$ cat src/rtl/pnca_pkg.sv
// Shared types and codes for the palette allocator.
// No dependencies.
`default_nettype none
package pnca_pkg;
    localparam int ENTRIES_DEF = 256;

    localparam logic [1:0] REQ_LOAD  = 2'd0;
    localparam logic [1:0] REQ_ALLOC = 2'd1;

    localparam logic [1:0] ST_EXACT = 2'd0;
    localparam logic [1:0] ST_FREE  = 2'd1;
    localparam logic [1:0] ST_NEAR  = 2'd2;
    localparam logic [1:0] ST_DONE  = 2'd3;

    // controller -> datapath
    typedef struct packed {
        logic cap;      // capture request, arm scan
        logic clr;      // clear-pass write at scan counter
        logic rd_req;   // read entry at request index
        logic scan_rd;  // read entry at scan counter, advance
        logic commit;   // write back and load result register
    } t_cmd;

    // datapath -> controller
    typedef struct packed {
        logic is_alloc;
        logic cnt_last;
        logic pipe_busy;
        logic out_free;
    } t_sts;
endpackage
`default_nettype wire

$ cat src/rtl/pnca_ctrl.sv
// Sequencer for the palette allocator: clear pass, request dispatch, scan.
// Depends on pnca_pkg.
`default_nettype none
module pnca_ctrl import pnca_pkg::*; (
    input  wire  i_clk,
    input  wire  i_rst_n,
    input  wire  i_valid,
    output logic o_stall,
    input  t_sts i_sts,
    output t_cmd o_cmd
);
    localparam logic [2:0] S_CLR   = 3'd0;
    localparam logic [2:0] S_IDLE  = 3'd1;
    localparam logic [2:0] S_RD    = 3'd2;
    localparam logic [2:0] S_SCAN  = 3'd3;
    localparam logic [2:0] S_DRAIN = 3'd4;
    localparam logic [2:0] S_WR    = 3'd5;

    logic [2:0] r_state, n_state;

    assign o_stall = (r_state != S_IDLE);

    // next state and commands
    always_comb begin
        n_state = r_state;
        o_cmd   = '0;
        case (r_state)
            S_CLR: begin
                o_cmd.clr = 1'b1;
                if (i_sts.cnt_last) n_state = S_IDLE;
            end
            S_IDLE: begin
                if (i_valid) begin
                    o_cmd.cap = 1'b1;
                    n_state   = i_sts.is_alloc ? S_SCAN : S_RD;
                end
            end
            S_RD: begin
                o_cmd.rd_req = 1'b1;
                n_state      = S_WR;
            end
            S_SCAN: begin
                o_cmd.scan_rd = 1'b1;
                if (i_sts.cnt_last) n_state = S_DRAIN;
            end
            S_DRAIN: begin
                if (!i_sts.pipe_busy) n_state = S_WR;
            end
            S_WR: begin
                if (i_sts.out_free) begin
                    o_cmd.commit = 1'b1;
                    n_state      = S_IDLE;
                end
            end
            default: n_state = S_IDLE;
        endcase
    end

    always_ff @(posedge i_clk) begin
        if (!i_rst_n) r_state <= S_CLR;
        else          r_state <= n_state;
    end
endmodule
`default_nettype wire

$ cat config.mk
export PLATFORM = sky130hd
export DESIGN_NAME = pnca_ctrl
export DESIGN_NICKNAME = d
export VERILOG_FILES = /design/src/rtl/pnca_pkg.sv /design/src/rtl/pnca_ctrl.sv
export SDC_FILE = /design/constraint.sdc
export NUM_CORES = 1
export LEC_CHECK = 0
export ABC_AREA = 0
export BUFFER_PORTS_ARGS = -buffer_cell sky130_fd_sc_hd__clkbuf_2
export CORE_AREA = 2 2 39 41
export CTS_CLUSTER_SIZE = 30
export DETAILED_ROUTE_END_ITERATION = 10
export DIE_AREA = 0 0 41 43
export PLACE_DENSITY = 0.48
export SLEW_MARGIN = 40
export SYNTH_ARGS = -nofsm -noshare
export SYNTH_HDL_FRONTEND = slang
export SYNTH_SLANG_ARGS = --single-unit
export TNS_END_PERCENT = 100
$ cat constraint.sdc
create_clock -name i_clk -period 1.2 [get_ports i_clk]
set_input_delay 0.12 -clock i_clk [delete_from_list [all_inputs] [get_ports i_clk]]
set_output_delay 0.12 -clock i_clk [all_outputs]
set_load 0.05 [all_outputs]
==> flow_results.xml, run 1 <==
<?xml version="1.0" encoding="UTF-8"?>
<metrics>
  <group name="clock_tree">
    <metric name="cts_inserted_buffers" unit="">3</metric>
    <metric name="clkTransAtPathRegs" unit="ns">0.04</metric>
    <metric name="tritoncts" unit="">done</metric>
    <metric name="ctsHtreeMaxLevel" unit="">1</metric>
    <metric name="worst_skew_pair_latency" unit="ns">0.23</metric>
    <metric name="cts-root-buf" unit="">clkbuf_4</metric>
    <metric name="cts_buffer_depth" unit="">2</metric>
    <metric name="cts.sink_count" unit="">3</metric>
  </group>
  <group name="die">
    <metric name="design.die.area" unit="um2">1763</metric>
    <metric name="floorplan.initialDensity" unit="">0.1890</metric>
    <metric name="pin_count" unit="">13</metric>
    <metric name="num_rows" unit="">14</metric>
    <metric name="die_y" unit="um">43</metric>
    <metric name="design.core.area" unit="um2">1384</metric>
    <metric name="die_w" unit="um">41</metric>
  </group>
  <group name="job">
    <metric name="maxCapViolations" unit="">0</metric>
  </group>
  <group name="setup_path">
    <metric name="setup.worst_path.class" unit="">register to output pin</metric>
    <metric name="slowest_delay" unit="ns">0.34</metric>
    <metric name="regToRegEndpoint" unit="">r_state[0]$_SDFFE_PN0P_</metric>
    <metric name="critical_path.cell_chain" unit="">and2b_2, nand2b_4, nor2_4, buf_8</metric>
    <metric name="crit_arrival" unit="ns">1.14</metric>
    <metric name="critical_path.startpoint" unit="">r_state[2]$_SDFFE_PN0P_</metric>
    <metric name="setup.worst_path.end_class" unit="">output pin</metric>
    <metric name="reg2reg_from" unit="">r_state[2]$_SDFFE_PN0P_</metric>
    <metric name="worst_path_max_delay_cell" unit="">dfxtp_4</metric>
    <metric name="timing.reg2reg.worst_path_depth" unit="">4</metric>
    <metric name="regToRegSetupSlack" unit="ns">0.03</metric>
    <metric name="worstSetupStartpointType" unit="">register</metric>
    <metric name="cp.required" unit="ns">1.08</metric>
    <metric name="timing_endpoint_of_the_critical_path" unit="">o_cmd[4]</metric>
    <metric name="path_max_fanout" unit="">4</metric>
  </group>
  <group name="layout">
    <metric name="finish.net_count" unit="">59</metric>
    <metric name="area_growth" unit="%">87.56</metric>
    <metric name="fill_cells" unit="">150</metric>
    <metric name="number_of_flip_flops_in_the_largest_register" unit="">3</metric>
    <metric name="top_register" unit="">r_state</metric>
    <metric name="drive_gt1_frac" unit="">0.6078</metric>
    <metric name="largest_registers" unit="">r_state: 3 flops</metric>
    <metric name="diodes" unit="">0</metric>
  </group>
  <group name="logic_synthesis">
    <metric name="yosysWarningCount" unit="">0</metric>
    <metric name="synth.top_cells.by_area" unit="">dfxtp_1, and4bb_1, nand2b_1, mux2i_1, nor3b_1</metric>
    <metric name="synth-compound-area-share" unit="">0.1722</metric>
    <metric name="syn_inst" unit="">32</metric>
    <metric name="synth_nets" unit="">39</metric>
    <metric name="largest_family_of_logic_cells_by_synthesized_area" unit="">simple AND/OR/NAND/NOR gates</metric>
    <metric name="ys_seq_elements" unit="">3</metric>
    <metric name="synth.yosys.seq_area_share" unit="">0.2297</metric>
    <metric name="synth_mux_area_frac" unit="">0.07656</metric>
    <metric name="synth_area_in_xor_xnor" unit="">0</metric>
    <metric name="synthArstFlopShare" unit="">0</metric>
    <metric name="synthSimpleGateAreaFrac" unit="">0.4593</metric>
    <metric name="syn_avg_cell_area" unit="um2">8.172</metric>
    <metric name="synth.most_common_cell" unit="">nand2b_1</metric>
    <metric name="synthDominantCellAreaShare" unit="">0.2297</metric>
    <metric name="synth_ff_type" unit="">dfxtp_1</metric>
    <metric name="synth_fa_ha_area_frac" unit="">0</metric>
    <metric name="edff_count_synth" unit="">0</metric>
    <metric name="synth_common_cells" unit="">nand2b_1, dfxtp_1, nand2_1, nor2_1</metric>
    <metric name="yosysUniqueCellTypes" unit="">19</metric>
    <metric name="post-synth-top-area-cell" unit="">dfxtp_1</metric>
    <metric name="syn-cell-area" unit="um2">261.5</metric>
  </group>
  <group name="global_routing">
    <metric name="first_global_vias" unit="">309</metric>
    <metric name="gr-total-overflow" unit="">0</metric>
    <metric name="pin_count_of_the_biggest_net_entering_global_routing" unit="">13</metric>
    <metric name="grt_pass1_wl" unit="um">1200</metric>
    <metric name="grt_antenna_before_repair" unit="">0</metric>
    <metric name="grt_use_total" unit="">0.1033</metric>
  </group>
  <group name="timing">
    <metric name="holdWs" unit="ns">0.1393</metric>
    <metric name="worst_pin_slew" unit="ns">0.1637</metric>
    <metric name="final_hold_violating_endpoints" unit="">0</metric>
    <metric name="report.final.slew_viol_count" unit="">0</metric>
    <metric name="max_slew_margin" unit="">0.8878</metric>
    <metric name="finalWorstSetupSlack" unit="ns">-0.06428</metric>
    <metric name="post-route-min-period" unit="ns">1.264</metric>
    <metric name="setup-violations-final" unit="">6</metric>
    <metric name="final.setup_skew" unit="ns">0.005778</metric>
    <metric name="fmaxAchievable" unit="MHz">791.0</metric>
    <metric name="period_share" unit="">1.054</metric>
    <metric name="grt_setup_unrepaired" unit="">yes</metric>
  </group>
  <group name="worst_hold_path">
    <metric name="timing.hold.worst.start" unit="">i_rst_n</metric>
    <metric name="hold_path_class" unit="">primary input to register</metric>
  </group>
  <group name="status">
    <metric name="failing_checks" unit="">negative setup slack</metric>
    <metric name="run_status" unit="">finished, violations left</metric>
  </group>
  <group name="routing">
    <metric name="avgViaCountPerCell" unit="">4.209</metric>
    <metric name="first_pass_iters" unit="">4</metric>
    <metric name="remaining_drc_errors" unit="">0</metric>
    <metric name="via_count" unit="">282</metric>
    <metric name="ant_nets" unit="">0</metric>
    <metric name="wirelength" unit="um">714</metric>
    <metric name="wire_length_per_cell_after_detailed_routing" unit="um">10.66</metric>
    <metric name="drtIter0Drc" unit="">1</metric>
  </group>
  <group name="placement">
    <metric name="dpl.hpwl" unit="um">473.7</metric>
    <metric name="placement.io_buffers" unit="">12</metric>
    <metric name="dpl_worst_slack" unit="ns">-0.01443</metric>
    <metric name="routabilityCongestion" unit="">0.6246</metric>
  </group>
  <group name="pwr">
    <metric name="power_density" unit="nW/um2">1496</metric>
    <metric name="power.static_leakage" unit="nW">0.2200</metric>
    <metric name="ir_worst_vdd" unit="mV">0.4152</metric>
  </group>
</metrics>
final cells by class:
class	count	area (um2)	area share
clock buffers	4	26.28	0.05357
flip-flops and latches	3	68.82	0.1403
repair buffers	17	156.4	0.3189
well taps	16	20.02	0.04082
multi-input cells	26	215.2	0.4388
inverters	1	3.754	0.007653
critical path: cells and delay by family (launching register included):
| kind | cells | cell delay (ns) |
|---|---|---|
| buffers and inverters | 1 | 0.15 |
| flip-flops | 1 | 0.34 |
| AND/OR/NAND/NOR | 3 | 0.41 |
worst min path at each step:
stage | to | slack (ns) | depth (start not counted)
6_report | r_state[2]$_SDFFE_PN0P_ | 0.14 | 2
5_1_grt | r_state[2]$_SDFFE_PN0P_ | 0.14 | 2
4_1_cts | r_state[2]$_SDFFE_PN0P_ | 0.15 | 2
3_5_place_dp | r_state[2]$_SDFFE_PN0P_ | 0.40 | 2
3_3_place_gp | r_state[2]$_SDFFE_PN0P_ | 0.40 | 2
2_1_floorplan | r_state[2]$_SDFFE_PN0P_ | 0.24 | 1
cells by family (layout without fill, tap and decap cells):
logic type,after synthesis,after routing
mux,2,2
compound gates,5,5
simple gates,19,19
flops,3,3
buf+inv,3,22
routing by layer:
metal | wire length, um | up-vias | track usage
met5 | 0 | - | 0
met4 | 0 | 0 | 0.08000
met3 | 17 | 0 | 0.03141
met2 | 434 | 6 | 0.1656
met1 | 261 | 127 | 0.1026
li1 | - | 149 | -
layout by cell type, fill, tap and decap left out, types with 2 or more instances in the layout:
master	n
clkbuf_2	6
clkbuf_8	4
buf_4	4
nand2b_1	3
nand2_1	3
clkbuf_4	3
nor2b_1	2
mux2i_1	2
and4bb_1	2
buf_8	2
dfxtp_4	2
timing repair:
| action | CTS | global route |
|---|---|---|
| pin swaps | 3 | 2 |
| gates resized for setup | 19 | 3 |
| buffers inserted | 2 | 0 |
| endpoints found under the setup margin | 7 | 7 |
| hold buffers | 0 | 0 |
through the flow:
| step | std cells | instance area, um2 | utilization | TNS (ns) | power (W) |
|---|---|---|---|---|---|
| after floorplan | 32 | 284.0 | - | -0.2231 | 0.0003852 |
| after global placement | 61 | 374.1 | 0.2703 | -0.05731 | 0.0004617 |
| after detailed placement | 61 | 374.1 | 0.2703 | -0.01443 | 0.0004579 |
| after CTS | 67 | 484.2 | 0.3499 | -0.2464 | 0.0007236 |
| after global routing | 67 | 490.5 | 0.3544 | -0.5078 | 0.0007845 |
| final | 67 | 490.5 | 0.3544 | -0.1857 | 0.0007337 |
where the power goes:
| group | internal [W] | switching [W] |
|---|---|---|
| Combinational | 0.000194 | 0.000220 |
| Clock | 0.000125 | 0.0000528 |
| Sequential | 0.000120 | 0.0000217 |
| Total | 0.000439 | 0.000295 |
Power figures use the tool's default switching activity.
==> run 2, diff against run 1 <==
- ABC_AREA: 0 -> 1
- MAX_ROUTING_LAYER: default -> met4
- PLACE_DENSITY: 0.48 -> 0.47
==> flow_results.xml, run 2 <==
<?xml version="1.0" encoding="UTF-8"?>
<metrics>
  <group name="status">
    <metric name="run_status" unit="">completed</metric>
  </group>
  <group name="timing">
    <metric name="worst_pin_slew" unit="ns">0.1795</metric>
    <metric name="post_route_setup_tns" unit="ns">0</metric>
    <metric name="fmaxAchievable" unit="MHz">841.6</metric>
    <metric name="setup-violations-final" unit="">0</metric>
    <metric name="report.final.slew_viol_count" unit="">0</metric>
    <metric name="max_slew_margin" unit="">0.8800</metric>
    <metric name="post-route-min-period" unit="ns">1.188</metric>
    <metric name="holdWs" unit="ns">0.1319</metric>
    <metric name="final_hold_violating_endpoints" unit="">0</metric>
    <metric name="period_share" unit="">0.9902</metric>
    <metric name="finalWorstSetupSlack" unit="ns">0.01181</metric>
    <metric name="grt_setup_unrepaired" unit="">yes</metric>
    <metric name="final.setup_skew" unit="ns">0.002468</metric>
  </group>
  <group name="clock_tree">
    <metric name="tritoncts" unit="">done</metric>
    <metric name="cts_inserted_buffers" unit="">3</metric>
    <metric name="cts-root-buf" unit="">clkbuf_4</metric>
    <metric name="worst_skew_pair_latency" unit="ns">0.24</metric>
    <metric name="cts.sink_count" unit="">3</metric>
    <metric name="ctsHtreeMaxLevel" unit="">1</metric>
    <metric name="cts_buffer_depth" unit="">2</metric>
    <metric name="clkTransAtPathRegs" unit="ns">0.04</metric>
  </group>
  <group name="placement">
    <metric name="routabilityCongestion" unit="">0.6963</metric>
    <metric name="dpl.hpwl" unit="um">519.9</metric>
    <metric name="dpl_worst_slack" unit="ns">0.1281</metric>
    <metric name="placement.io_buffers" unit="">12</metric>
  </group>
  <group name="routing">
    <metric name="via_count" unit="">330</metric>
    <metric name="ant_nets" unit="">0</metric>
    <metric name="avgViaCountPerCell" unit="">4.342</metric>
    <metric name="first_pass_iters" unit="">3</metric>
    <metric name="wire_length_per_cell_after_detailed_routing" unit="um">9.526</metric>
    <metric name="remaining_drc_errors" unit="">0</metric>
    <metric name="drtIter0Drc" unit="">2</metric>
    <metric name="wirelength" unit="um">724</metric>
  </group>
  <group name="setup_path">
    <metric name="setup.worst_path.end_class" unit="">output pin</metric>
    <metric name="regToRegSetupSlack" unit="ns">0.02</metric>
    <metric name="worstSetupStartpointType" unit="">register</metric>
    <metric name="crit_arrival" unit="ns">1.07</metric>
    <metric name="setup.worst_path.class" unit="">register to output pin</metric>
    <metric name="path_max_fanout" unit="">4</metric>
    <metric name="timing.reg2reg.worst_path_depth" unit="">9</metric>
    <metric name="slowest_delay" unit="ns">0.32</metric>
    <metric name="reg2reg_from" unit="">r_state[0]$_SDFFE_PN0P_</metric>
    <metric name="cp_num_buf_inv" unit="">3</metric>
    <metric name="regToRegEndpoint" unit="">r_state[0]$_SDFFE_PN0P_</metric>
    <metric name="path_delay_family" unit="">flip-flops</metric>
    <metric name="critical_path.startpoint" unit="">r_state[0]$_SDFFE_PN0P_</metric>
    <metric name="cp.required" unit="ns">1.08</metric>
    <metric name="critical_path.cell_chain" unit="">buf_6, nor2_4, nand2_2, inv_2, buf_8</metric>
    <metric name="worst_path_max_delay_cell" unit="">dfxtp_2</metric>
  </group>
  <group name="die">
    <metric name="design.core.area" unit="um2">1384</metric>
    <metric name="design.die.area" unit="um2">1763</metric>
    <metric name="die_y" unit="um">43</metric>
    <metric name="num_rows" unit="">14</metric>
    <metric name="pin_count" unit="">13</metric>
    <metric name="floorplan.initialDensity" unit="">0.1781</metric>
    <metric name="die_w" unit="um">41</metric>
  </group>
  <group name="logic_synthesis">
    <metric name="synthDominantCellAreaShare" unit="">0.2437</metric>
    <metric name="yosysWarningCount" unit="">0</metric>
    <metric name="synth_common_cells" unit="">inv_1, nand2_1, nor2_1</metric>
    <metric name="synth_nets" unit="">48</metric>
    <metric name="synthArstFlopShare" unit="">0</metric>
    <metric name="synth-compound-area-share" unit="">0.07614</metric>
    <metric name="synth_ff_type" unit="">dfxtp_1</metric>
    <metric name="synth_fa_ha_area_frac" unit="">0</metric>
    <metric name="synth.most_common_cell" unit="">inv_1</metric>
    <metric name="syn_avg_cell_area" unit="um2">6.012</metric>
    <metric name="syn-cell-area" unit="um2">246.5</metric>
    <metric name="ys_seq_elements" unit="">3</metric>
    <metric name="yosysUniqueCellTypes" unit="">13</metric>
    <metric name="synth.top_cells.by_area" unit="">dfxtp_1, inv_1, nand2_1, nand3_1, nand4_1</metric>
    <metric name="synth_mux_area_frac" unit="">0</metric>
    <metric name="syn_inst" unit="">41</metric>
    <metric name="synth_area_in_xor_xnor" unit="">0</metric>
    <metric name="edff_count_synth" unit="">0</metric>
    <metric name="synth.yosys.seq_area_share" unit="">0.2437</metric>
    <metric name="post-synth-top-area-cell" unit="">dfxtp_1</metric>
    <metric name="largest_family_of_logic_cells_by_synthesized_area" unit="">simple AND/OR/NAND/NOR gates</metric>
    <metric name="synthSimpleGateAreaFrac" unit="">0.4822</metric>
  </group>
  <group name="pwr">
    <metric name="power.static_leakage" unit="nW">0.2369</metric>
    <metric name="fin_total_pwr" unit="W">0.0006698</metric>
    <metric name="total_switching_power" unit="W">0.0002755</metric>
    <metric name="ir_worst_vdd" unit="mV">0.6868</metric>
    <metric name="comb_power_share" unit="">0.540</metric>
    <metric name="power_frac_clock" unit="">0.269</metric>
    <metric name="power_switching_share" unit="">0.4113</metric>
    <metric name="portion_of_total_power_attributed_to_sequential_cells" unit="">0.191</metric>
    <metric name="power_density" unit="nW/um2">1387</metric>
    <metric name="power.internal" unit="W">0.0003943</metric>
  </group>
  <group name="layout">
    <metric name="number_of_flip_flops_in_the_largest_register" unit="">3</metric>
    <metric name="most-common-layout-cells" unit="">inv_1, clkbuf_2</metric>
    <metric name="drive_gt1_frac" unit="">0.6667</metric>
    <metric name="diodes" unit="">0</metric>
    <metric name="largest_registers" unit="">r_state: 3 flops</metric>
    <metric name="final_core_util" unit="">0.3490</metric>
    <metric name="finish.net_count" unit="">68</metric>
    <metric name="top_register" unit="">r_state</metric>
    <metric name="area_growth" unit="%">95.94</metric>
  </group>
  <group name="job">
    <metric name="maxCapViolations" unit="">0</metric>
  </group>
  <group name="global_routing">
    <metric name="pin_count_of_the_biggest_net_entering_global_routing" unit="">7</metric>
    <metric name="grt_pass1_wl" unit="um">1193</metric>
    <metric name="grt_antenna_before_repair" unit="">0</metric>
    <metric name="grt_use_total" unit="">0.1070</metric>
    <metric name="gr-total-overflow" unit="">0</metric>
    <metric name="first_global_vias" unit="">317</metric>
  </group>
  <group name="worst_hold_path">
    <metric name="hold_path_class" unit="">primary input to register</metric>
    <metric name="timing.hold.worst.start" unit="">i_rst_n</metric>
    <metric name="timing.hold.worst_path_depth" unit="">3</metric>
    <metric name="worst_hold_path.endpoint" unit="">r_state[0]$_SDFFE_PN0P_</metric>
  </group>
</metrics>
## run 2: cell count changes in the layout (fill, tap and decap cells not counted), moves of 3 or more
| cell | delta |
|---|---|
| inv_1 | +5 |
| nand2_2 | +4 |
| buf_4 | -3 |
| clkbuf_8 | -3 |
| inv_2 | +3 |
| nand2b_1 | -3 |
| nand4_1 | +3 |
| nor2_2 | +3 |
## run 2: per-layer routing
metal  global-route usage  wire (um)
met1               0.1061        253
met2               0.1563        381
met3              0.04712         66
met4              0.08000         22
met5                    -          0
## run 2: worst register-to-register path, cell delays in order (launching register included)
cell and delay [ns]:
dfxtp_2 0.32, buf_6 0.12, nor2_4 0.11, nand2_2 0.08
buf_6 0.12, nand2_2 0.05, nand2_2 0.07, nand3_2 0.07
nand2_2 0.06, a21oi_2 0.11
## run 2: logic make-up after synthesis
family                 after synthesis
AO/OA/AOI/OAI                        3
buffers and inverters               11
flip-flops                           3
AND/OR/NAND/NOR                     24
## run 2: per-stage QoR
stage	instances	instance area (um2)
finish	76	483.0
floorplan	41	271.5
CTS	76	461.7
detailed placement	70	355.3
global route	76	483.0
global placement	70	355.3
## run 2: worst max path at each step
stage / end / cells after the start
floorplan: r_state[1]$_SDFFE_PN0P_ / 5
global placement: r_state[0]$_SDFFE_PN0P_ / 6
detailed placement: r_state[0]$_SDFFE_PN0P_ / 8
CTS: o_cmd[0] / 4
global route: r_state[0]$_SDFFE_PN0P_ / 9
finish: o_cmd[3] / 5
## run 2: cell type report
| type | instances | area [um2] |
|---|---|---|
| fill | 164 | 900.9 |
| multi-input combinational | 27 | 180.2 |
| timing repair buffer | 16 | 152.6 |
| sequential | 3 | 63.81 |
| inverter | 10 | 40.04 |
| clock buffer | 4 | 26.28 |
| tap | 16 | 20.02 |
## run 2: power groups by stage
stage	clock network [W]	logic (W)	registers (W)
5_1_grt	0.000202	0.000394	0.000129
2_1_floorplan	0	0.000214	0.000120
4_1_cts	0.000186	0.000325	0.000128
3_5_place_dp	0	0.000264	0.000122
3_3_place_gp	0	0.000266	0.000122
6_report	0.000180	0.000362	0.000128
## run 2: repair_timing
action                                  4_1_cts  5_1_grt
endpoints found under the setup margin        6        7
pin swaps                                     1        3
hold buffers                                  0        0
buffers inserted                              2        0
resized for setup                            18       11
